[config.mk]
export PLATFORM = sky130hd
export DESIGN_NAME = pls_cell
export DESIGN_NICKNAME = d
export VERILOG_FILES = /design/src/rtl/core/pls_pkg.sv /design/src/rtl/core/pls_cell.sv
export SDC_FILE = /design/constraint.sdc
export NUM_CORES = 1
export LEC_CHECK = 0
export ABC_AREA = 0
export BUFFER_PORTS_ARGS = -buffer_cell sky130_fd_sc_hd__clkbuf_2
export CORE_ASPECT_RATIO = 1.2
export CORE_MARGIN = 8
export CORE_UTILIZATION = 40
export CTS_BUF_LIST = sky130_fd_sc_hd__clkbuf_8
export DETAILED_ROUTE_END_ITERATION = 10
export PLACE_DENSITY = 0.78
export SLEW_MARGIN = 10
export SYNTH_ARGS = -nofsm -noshare
export SYNTH_HDL_FRONTEND = slang
export SYNTH_SLANG_ARGS = --single-unit
[constraint.sdc]
create_clock -name clk -period 4.4 [get_ports clk]
set_input_delay 0.22 -clock clk [delete_from_list [all_inputs] [get_ports clk]]
set_output_delay 0.22 -clock clk [all_outputs]
set_load 0.01 [all_outputs]
[src/rtl/core/pls_pkg.sv]
// Package for the positional list store: sizes, operation and status codes,
// and the control word broadcast to the row of cells. No dependencies.
`default_nettype none

package pls_pkg;

  localparam int CAPACITY   = 64;
  localparam int DATA_WIDTH = 32;
  localparam int IDX_W      = $clog2(CAPACITY);
  localparam int CNT_W      = $clog2(CAPACITY + 1);
  localparam int POS_W      = 7;
  localparam int CMP_W      = ((CNT_W > POS_W) ? CNT_W : POS_W) + 1;

  typedef enum logic [2:0] {
    KIND_INS_FRONT = 3'd0,
    KIND_INS_BACK  = 3'd1,
    KIND_INS_AT    = 3'd2,
    KIND_DEL_FRONT = 3'd3,
    KIND_DEL_BACK  = 3'd4,
    KIND_DEL_AT    = 3'd5,
    KIND_READ_AT   = 3'd6,
    KIND_NOP       = 3'd7
  } kind_t;

  typedef enum logic [1:0] {
    ST_DONE   = 2'd0,
    ST_BADPOS = 2'd1,
    ST_FULL   = 2'd2,
    ST_EMPTY  = 2'd3
  } status_t;

  typedef struct packed {
    logic                  ins;
    logic                  del;
    logic [IDX_W-1:0]      idx;
    logic [DATA_WIDTH-1:0] val;
  } cell_ctl_t;

endpackage

`default_nettype wire

[src/rtl/core/pls_cell.sv]
// One entry of the shifting list: holds a value, takes the left neighbor on
// an insert below it, the right neighbor on a delete at or below it.
// Depends on pls_pkg.
`default_nettype none

module pls_cell
  import pls_pkg::*;
(
  input  wire logic                  clk,
  input  wire cell_ctl_t             ctl,
  input  wire logic [IDX_W-1:0]      here,
  input  wire logic [DATA_WIDTH-1:0] left,
  input  wire logic [DATA_WIDTH-1:0] right,
  output logic      [DATA_WIDTH-1:0] q,
  output logic      [DATA_WIDTH-1:0] sel
);

  logic                  at;
  logic                  after;
  logic [DATA_WIDTH-1:0] q_next;

  assign at    = (here == ctl.idx);
  assign after = (here > ctl.idx);
  assign sel   = at ? q : '0;

  always_comb begin
    q_next = q;
    if (ctl.ins) begin
      if (at) q_next = ctl.val;
      else if (after) q_next = left;
    end else if (ctl.del) begin
      if (at || after) q_next = right;
    end
  end

  always_ff @(posedge clk) begin
    q <= q_next;
  end

endmodule

`default_nettype wire

==> results of run 1 <==
[stage by stage]
step | cells | hold WS [ns] | cell area, µm²
2_1_floorplan | 244 | 0.469 | 2250
3_3_place_gp | 459 | 0.567 | 3030
3_5_place_dp | 459 | 0.572 | 3030
4_1_cts | 467 | 0.275 | 3130
5_1_grt | 467 | 0.288 | 3130
6_report | 467 | 0.282 | 3130
[synth_stat cells (all sizes together)]
| cell type | count |
|---|---|
| a21o | 1 |
| a21oi | 1 |
| a31oi | 32 |
| a41oi | 1 |
| and2 | 32 |
| and4 | 1 |
| buf | 11 |
| clkbuf | 17 |
| edfxtp | 32 |
| ha | 6 |
| inv | 6 |
| nand2 | 1 |
| nand3 | 2 |
| nand4 | 33 |
| nor2 | 34 |
| nor2b | 1 |
| o21ai | 33 |
[how the worst max path moves through the flow]
stage | from | endpoint | slack, ns | cells after the start
after floorplan | ctl[37] | q[0] | 1.17 | 6
after global placement | ctl[33] | sel[23] | 1.42 | 8
after detailed placement | ctl[33] | sel[8] | 1.36 | 8
after CTS | ctl[33] | sel[8] | 1.36 | 8
after global routing | ctl[33] | sel[21] | 1.14 | 8
final | ctl[33] | sel[8] | 1.43 | 8
[power by group through the flow]
stage / Sequential, mW / Clock (mW) / Combinational [mW]
finish: 0.420 / 0.272 / 0.242
global placement: 0.425 / 0 / 0.239
detailed placement: 0.428 / 0 / 0.244
CTS: 0.422 / 0.279 / 0.245
floorplan: 0.446 / 0 / 0.113
global route: 0.426 / 0.293 / 0.264
[logic make-up (layout without fill, tap and decap cells)]
group	count (synthesis)	after routing	synth area share
AOI/OAI and AO/OA	68	68	0.172
buffers and inverters	34	193	0.114
DFF	32	32	0.426
adders and majority gates	6	6	0.0333
and+or+nand+nor	104	104	0.254
[area by class of cell]
class	instances	area share
repair buffers	179	0.290
multi-input cells	178	0.336
well taps	64	0.0256
flip-flops and latches	32	0.307
inverters	6	0.00719
clock buffers	5	0.0220
clock inverters	3	0.0124
[cells in the final DEF, fill, tap and decap left out, drive strengths merged, types with 5 or more instances in the layout]
master	instances
clkbuf	179
nor2	34
nand4	33
o21ai	33
a31oi	32
and2	32
edfxtp	32
inv	7
ha	6
buf	5
[tightest hold or removal path, stage by stage]
cell and delay [ns]:
clkbuf_2 0.08, nor2_1 0.03, a31oi_1 0.12
[layer usage]
layer | vias up | share of wire
li1 | 1227 | -
met4 | 0 | 0.024
met3 | 18 | 0.065
met2 | 109 | 0.56
met5 | - | 0
met1 | 1120 | 0.35
==> key figures, run 1 <==
Setup path
  • Slowest stage cell, crit path: nor2_2
  • Worst Path Required: 4.18 ns
  • CP top delay family: simple AND/OR/NAND/NOR gates
  • CP Buf/Inv Count: 4
  • Critical Path AT: 2.75 ns
  • Crit end category: output port
  • Crit Path Category: primary input to output port
  • Crit-path max FO: 33
  • CP most frequent cell: clkbuf_2
  • Startpoint types: primary input
  • Max stage delay on crit path: 0.81 ns
  • Cell chain of the critical path: clkbuf_2 > inv_1 > ha_1 > buf_4 > nand2_4 > nor2_2 > and2_1 > clkbuf_2

Global route
  • GRT busiest layer: met2
  • Grt met1 use: 0.178
  • Vias in the first global route: 2526
  • Met3 Use GR: 0.0546
  • Tot GR Track Use: 0.183
  • First-pass GRT wire length: 12200 µm
  • Pin count of the biggest net entering global routing: 66
  • Total grt overflow: 0
  • Met2 Use GR: 0.349
  • Initial antenna violation count: 0

Finish
  • Layout cells sized above 1: 0.469
  • Final nets: 519
  • Diodes inserted: 0
  • Area of the multi-input gates: 1050 µm²
  • P&R area growth vs syn: 39.0%
  • Fillers: 529
  • Most flop-heavy register: q
  • Final core occ: 0.564
  • Reg area: between 900 and 1000 µm²
  • Number of flip-flops in the largest register: 32
  • Largest regs: q: 32 flops

Placed design
  • IO Port Bufs: 174
  • DP HPWL: 6400 µm
  • Placer Congestion: approximately 0.82
  • Pre-CTS setup slack: 1.36 ns

Power
  • Power share of the combinational group: 0.259
  • Sw frac: 0.293
  • Clock power frac: 0.291
  • Int Pwr: 0.661 mW
  • Pwr Total: 0.934 mW
  • NetSw: 0.274 mW
  • Pleak: 1.48 nW
  • PwrDens: 298 nW/µm²
  • Sequential share of power: 0.450
  • Max rail drop VDD: between 0.2 and 0.25 mV

Floorplanning
  • FP Rows: 30
  • Core Box Area: 5560 µm²
  • I/O pin cnt: ~180
  • Die Width: 84.5 µm
  • Initial Utilization: 0.406
  • DIE AREA: ~8300 µm²
  • Die Ht: 98.2 µm

Clock network
  • Clk buf depth: 2
  • CTS root buffer: clkbuf_8
  • Clock buffer count from CTS: 5
  • Clock sink count: 32
  • Post-CTS Setup Repair Bufs: 0
  • CTS tree: built
  • Htree depth: 2
  • # resized after CTS: 0
  • CTS hold repair buffers: 0
  • Reg clk slew, reported paths: 0.07 ns

Detailed routing
  • WL/cell: 17.1 µm
  • Via total after detailed routing: 2474
  • DRT iter0 DRCs: ~140
  • Vias/cell: 5.30
  • WL final: 7990 µm
  • Antenna-violating nets left: 0
  • Residual DRC: 0
  • First-pass detailed-route iteration total: 4

Worst hold path
  • Hold Path Class: primary input to flip-flop
  • Hold Path Stages: 3
  • Hold EP: q[13]
  • Hold wc startpoint: right[13]

Logic synthesis
  • Synth area leader: edfxtp_1
  • YS warnings: 0
  • Mapped Cells: between 200 and 250
  • Post-synthesis register bit count: 32
  • Synth Cell Area: 2250 µm²
  • Syn avg cell area: around 9.2 µm²
  • Area share of the largest cell type after synthesis: 0.426
  • Syn Nets: 361
  • Top cells by area, synth: edfxtp_1 43%, nand4_1 9.2%, a31oi_1 8.9%
  • Unique masters post-synth: 24
  • Register area share after synthesis: 0.426

STA
  • Max transition margin: 0.247
  • Worst Setup Slack, final: 1.43 ns
  • Fin crit period: about 3 ns
  • Worst Max-Slew Pin Slew: 1.13 ns
  • Final setup fails: 0
  • Max Transition Viols Final: 0
  • Final Cycle Share: 0.676
  • Max Freq: 0.336 GHz
  • RSZ-0062 raised after global routing: no
  • Final hold vios: 0
  • Final setup TNS: 0 ns

Status
  • Outcome: finished clean

Run
  • Max-Cap Viols: 0
(Power assumes the default switching activity.)
==> inputs of run 2 (changes only) <==
--- a/config.mk
+++ b/config.mk
@@ -9,10 +9,10 @@
 export BUFFER_PORTS_ARGS = -buffer_cell sky130_fd_sc_hd__clkbuf_2
 export CORE_ASPECT_RATIO = 1.2
 export CORE_MARGIN = 8
-export CORE_UTILIZATION = 40
+export CORE_UTILIZATION = 37
 export CTS_BUF_LIST = sky130_fd_sc_hd__clkbuf_8
 export DETAILED_ROUTE_END_ITERATION = 10
-export PLACE_DENSITY = 0.78
+export PLACE_DENSITY = 0.76
 export SLEW_MARGIN = 10
 export SYNTH_ARGS = -nofsm -noshare
 export SYNTH_HDL_FRONTEND = slang
==> constraint.sdc (replaced) <==
create_clock -name clk -period 2.5 [get_ports clk]
set_input_delay 0.125 -clock clk [delete_from_list [all_inputs] [get_ports clk]]
set_output_delay 0.125 -clock clk [all_outputs]
set_load 0.01 [all_outputs]
==> key figures, run 2 (synthesized netlist as in run 1, its figures left out) <==
Status
  • Outcome: finished clean

Floorplanning
  • FP Rows: 31
  • DIE AREA: 8850 µm²
  • I/O pin cnt: 175
  • Die Ht: 101 µm
  • Die Width: 87.2 µm
  • Initial Utilization: 0.377
  • Core Box Area: between 5000 and 6000 µm²

Detailed routing
  • Antenna-violating nets left: 0
  • DRT iter0 DRCs: 143
  • First-pass detailed-route iteration total: 4
  • WL final: between 8000 and 9000 µm
  • WL/cell: around 17 µm
  • Residual DRC: 0
  • Via total after detailed routing: between 2000 and 3000
  • Vias/cell: roughly 5.2

Power
  • PwrDens: around 480 nW/µm²
  • Max rail drop VDD: slightly below 0.3 mV
  • Pwr Total: 1.53 mW
  • Pleak: 1.49 nW

Finish
  • Most flop-heavy register: q
  • Number of flip-flops in the largest register: 32
  • Largest regs: q: 32 flops
  • Fillers: 595
  • Layout cells sized above 1: 0.472
  • Final Non-Filler Cells: between 400 and 500
  • Most frequent cells in the layout: 174 x clkbuf_2, 33 x nand4_1, 33 x nor2_1
  • Commonest non-fill, non-tap cell in the layout: clkbuf_2
  • Diodes inserted: 0
  • P&R area growth vs syn: 40.3%
  • Final nets: 524

Setup path
  • Crit Path Category: primary input to output port
  • Critical Path AT: 1.85 ns
  • Worst Path Required: 2.38 ns
  • Startpoint types: primary input
  • Crit end category: output port
  • Crit-path max FO: 34

Clock network
  • CTS tree: built
  • Post-CTS Setup Repair Bufs: 0
  • Clock buffer count from CTS: 5
  • CTS hold repair buffers: 0
  • Clock sink count: 32
  • CTS root buffer: clkbuf_8
  • Htree depth: 2
  • Clk buf depth: 2
  • Reg clk slew, reported paths: 0.06 ns
  • # resized after CTS: 0

STA
  • Final hold slack: around 0.20 ns
  • Max transition margin: 0.610
  • Final setup TNS: 0 ns
  • Final setup fails: 0
  • Worst Setup Slack, final: 0.529 ns
  • Max Transition Viols Final: 0
  • Final hold vios: 0
  • Fin crit period: 1.97 ns
  • Worst Max-Slew Pin Slew: a little under 0.6 ns
  • Max Freq: 0.507 GHz
  • RSZ-0062 raised after global routing: no
  • Final Cycle Share: 0.788

Global route
  • Vias in the first global route: approximately 2500
  • Tot GR Track Use: 0.176
  • Total grt overflow: 0
  • Initial antenna violation count: 0
  • First-pass GRT wire length: approximately 12000 µm
  • Pin count of the biggest net entering global routing: 65

Placed design
  • DP HPWL: 6530 µm
  • Placer Congestion: 0.868
  • Cells after DPL: 482
  • Pre-CTS setup slack: approximately 0.5 ns
  • IO Port Bufs: 174

Run
  • Max-Cap Viols: 0

Worst hold path
  • Hold Path Class: primary input to flip-flop
## run 2: cell types whose count changed in the layout (fill, tap and decap cells not counted), sizes merged
cell    delta
inv        -1
bufinv     -1
buf        +5
clkinv     +1
## run 2: final cells by class
cell class	instances	area (µm²)	share of cell area
Clock buffer	5	68.8	0.0218
Sequential cell	32	961	0.304
Clock inverter	2	7.51	0.00237
Inverter	6	22.5	0.00712
Timing Repair Buffer	184	946	0.299
Multi-Input combinational cell	178	1050	0.333
Tap cell	82	103	0.0324
## run 2: per-stage QoR
stage          instance area [µm²]   util
2_1_floorplan                 2260      -
3_3_place_gp                  3090  0.517
3_5_place_dp                  3090  0.517
4_1_cts                       3160  0.529
5_1_grt                       3160  0.529
6_report                      3160  0.529
## run 2: power breakdown
group	switching [mW]	total [mW]	internal, mW
registers	0.0439	0.741	0.697
clock network	0.174	0.357	0.183
logic	0.257	0.436	0.179
## run 2: worst paths after layout
path  depth (start not counted)     end     start  slack [ns]
max                           9  sel[4]   ctl[33]        0.53
min                           3    q[2]  right[2]        0.20
## run 2: critical path: stages
cell	delay, ns
clkbuf_2	0.08
inv_1	0.03
ha_1	0.27
buf_4	0.34
nand2_4	0.29
nor2_2	0.18
buf_4	0.21
and2_1	0.16
clkbuf_2	0.14
## run 2: per-layer routing
layer  part of all wire  wire length (µm)  track usage
met3              0.069               564       0.0373
met4              0.011                89       0.0517
met2               0.55              4490        0.325
met5                  0                 0            0
met1               0.37              3040        0.194
==> inputs of run 3 (changes only) <==
--- a/config.mk
+++ b/config.mk
@@ -9,10 +9,10 @@
 export BUFFER_PORTS_ARGS = -buffer_cell sky130_fd_sc_hd__clkbuf_2
 export CORE_ASPECT_RATIO = 1.2
 export CORE_MARGIN = 8
-export CORE_UTILIZATION = 37
+export CORE_UTILIZATION = 40
 export CTS_BUF_LIST = sky130_fd_sc_hd__clkbuf_8
 export DETAILED_ROUTE_END_ITERATION = 10
-export PLACE_DENSITY = 0.76
+export PLACE_DENSITY = 0.78
 export SLEW_MARGIN = 10
 export SYNTH_ARGS = -nofsm -noshare
 export SYNTH_HDL_FRONTEND = slang
==> constraint.sdc (replaced) <==
create_clock -name clk -period 1.9 [get_ports clk]
set_input_delay 0.095 -clock clk [delete_from_list [all_inputs] [get_ports clk]]
set_output_delay 0.095 -clock clk [all_outputs]
set_load 0.01 [all_outputs]
==> key figures, run 3 (synthesized netlist as in run 1, its figures left out) <==
Status
  • Outcome: finished clean

STA
  • Final Cycle Share: 0.879
  • Worst Max-Slew Pin Slew: 0.356 ns
  • Fin crit period: 1.67 ns
  • Final hold vios: 0
  • Max Freq: 0.599 GHz
  • Final setup fails: 0
  • Max Transition Viols Final: 0
  • Max transition margin: 0.763
  • RSZ-0062 raised after global routing: no

Detailed routing
  • Via total after detailed routing: 2566
  • Vias/cell: about 5.4
  • Residual DRC: 0
  • WL final: 8140 µm
  • WL/cell: 17.1 µm
  • Antenna-violating nets left: 0
  • First-pass detailed-route iteration total: 4
  • DRT iter0 DRCs: 164

Worst hold path
  • Hold Path Class: primary input to flip-flop
  • Hold EP: q[1]
  • Hold wc startpoint: right[1]
  • Hold Path Stages: 3

Finish
  • Most flop-heavy register: q
  • Most frequent cells in the layout: 174 x clkbuf_2, 33 x nand4_1, 33 x nor2_1
  • Commonest non-fill, non-tap cell in the layout: clkbuf_2
  • P&R area growth vs syn: 46.4%
  • Final Non-Filler Cells: 476
  • Layout cells sized above 1: 0.502
  • Diodes inserted: 0
  • Largest regs: q: 32 flops
  • Number of flip-flops in the largest register: 32
  • Final nets: about 530

Clock network
  • Htree depth: 2
  • CTS tree: built
  • CTS root buffer: clkbuf_8
  • Reg clk slew, reported paths: 0.06 ns
  • Clock buffer count from CTS: 5
  • CTS hold repair buffers: 0
  • Clk buf depth: 2
  • # resized after CTS: 0
  • Post-CTS Setup Repair Bufs: 0
  • Clock sink count: 32

Global route
  • Pin count of the biggest net entering global routing: 37
  • First-pass GRT wire length: 12700 µm
  • Vias in the first global route: 2566
  • Initial antenna violation count: 0
  • Tot GR Track Use: 0.191
  • Total grt overflow: 0

Power
  • Power share of the combinational group: 0.280
  • NetSw: between 0.6 and 0.7 mW
  • Sw frac: 0.291
  • Max rail drop VDD: 0.369 mV
  • PwrDens: 669 nW/µm²
  • Sequential share of power: 0.439
  • Int Pwr: 1.56 mW
  • Pleak: 1.53 nW
  • Pwr Total: 2.21 mW
  • Clock power frac: 0.280

Placed design
  • IO Port Bufs: 174
  • Placer Congestion: 0.852
  • DP HPWL: 6660 µm
  • Cells after DPL: 468

Setup path
  • Worst Path Required: ~1.8 ns
  • Critical Path AT: 1.57 ns
  • Crit end category: output port
  • Startpoint types: primary input
  • Crit Path Category: primary input to output port
  • Crit-path max FO: 33

Floorplanning
  • DIE AREA: roughly 8300 µm²
  • Initial Utilization: 0.406
  • Core Box Area: approximately 5600 µm²
  • Die Ht: slightly below 100 µm
  • FP Rows: 30
  • I/O pin cnt: 175
  • Die Width: 84.5 µm

Run
  • Max-Cap Viols: 0
run 3: changes by cell type in the layout (fill, tap and decap cells not counted), sizes merged:
cell	delta
buf	+4
bufinv	+1
clkinv	-1
inv	+1
run 3: area by class of cell:
type                       count  area (µm²)
inverter                       6        32.5
timing repair buffer         188        1000
clock inverter                 3        38.8
sequential                    32         961
clock buffer                   5        68.8
multi-input combinational    178        1120
fill                         505        2260
tap                           64        80.1
run 3: critical path: stages:
cell	delay [ns]
clkbuf_2	0.07
inv_1	0.03
ha_1	0.43
nand2_4	0.26
nor2_2	0.17
buf_4	0.22
and2_1	0.15
clkbuf_2	0.13
run 3: power by group through the flow:
| stage | sequential, mW | combinational (mW) | clock (mW) |
|---|---|---|---|
| floorplan | 1.03 | 0.280 | 0 |
| global placement | 0.985 | 0.608 | 0 |
| detailed placement | 0.988 | 0.620 | 0 |
| CTS | 0.973 | 0.621 | 0.631 |
| global route | 0.985 | 0.674 | 0.663 |
| finish | 0.969 | 0.619 | 0.619 |
run 3: how the worst max path moves through the flow:
| stage | to | start | slack (ns) | depth (start not counted) |
|---|---|---|---|---|
| after floorplan | q[0] | ctl[36] | -0.1 | 7 |
| after global placement | q[18] | ctl[36] | 0.17 | 7 |
| after detailed placement | q[18] | ctl[36] | 0.14 | 7 |
| after CTS | sel[30] | ctl[33] | 0.21 | 8 |
| after global routing | sel[20] | ctl[33] | 0.07 | 8 |
| final | sel[20] | ctl[33] | 0.23 | 8 |
run 3: stage by stage:
step	TNS [ns]	area (µm²)	hold slack, ns	utilization	setup WS, ns
2_1_floorplan	-3.17	2340	0.344	-	-0.0992
3_3_place_gp	0	3190	0.440	0.574	0.168
3_5_place_dp	0	3190	0.445	0.574	0.141
4_1_cts	0	3300	0.154	0.594	0.210
5_1_grt	0	3300	0.169	0.594	0.0722
6_report	0	3300	0.160	0.594	0.231
run 3: metal layers:
metal	up-vias	global-route usage	wire, µm
met3	18	0.0706	648
met1	1182	0.191	2930
met2	122	0.349	4350
met4	0	0.0714	212
li1	1244	-	-
met5	-	0	0
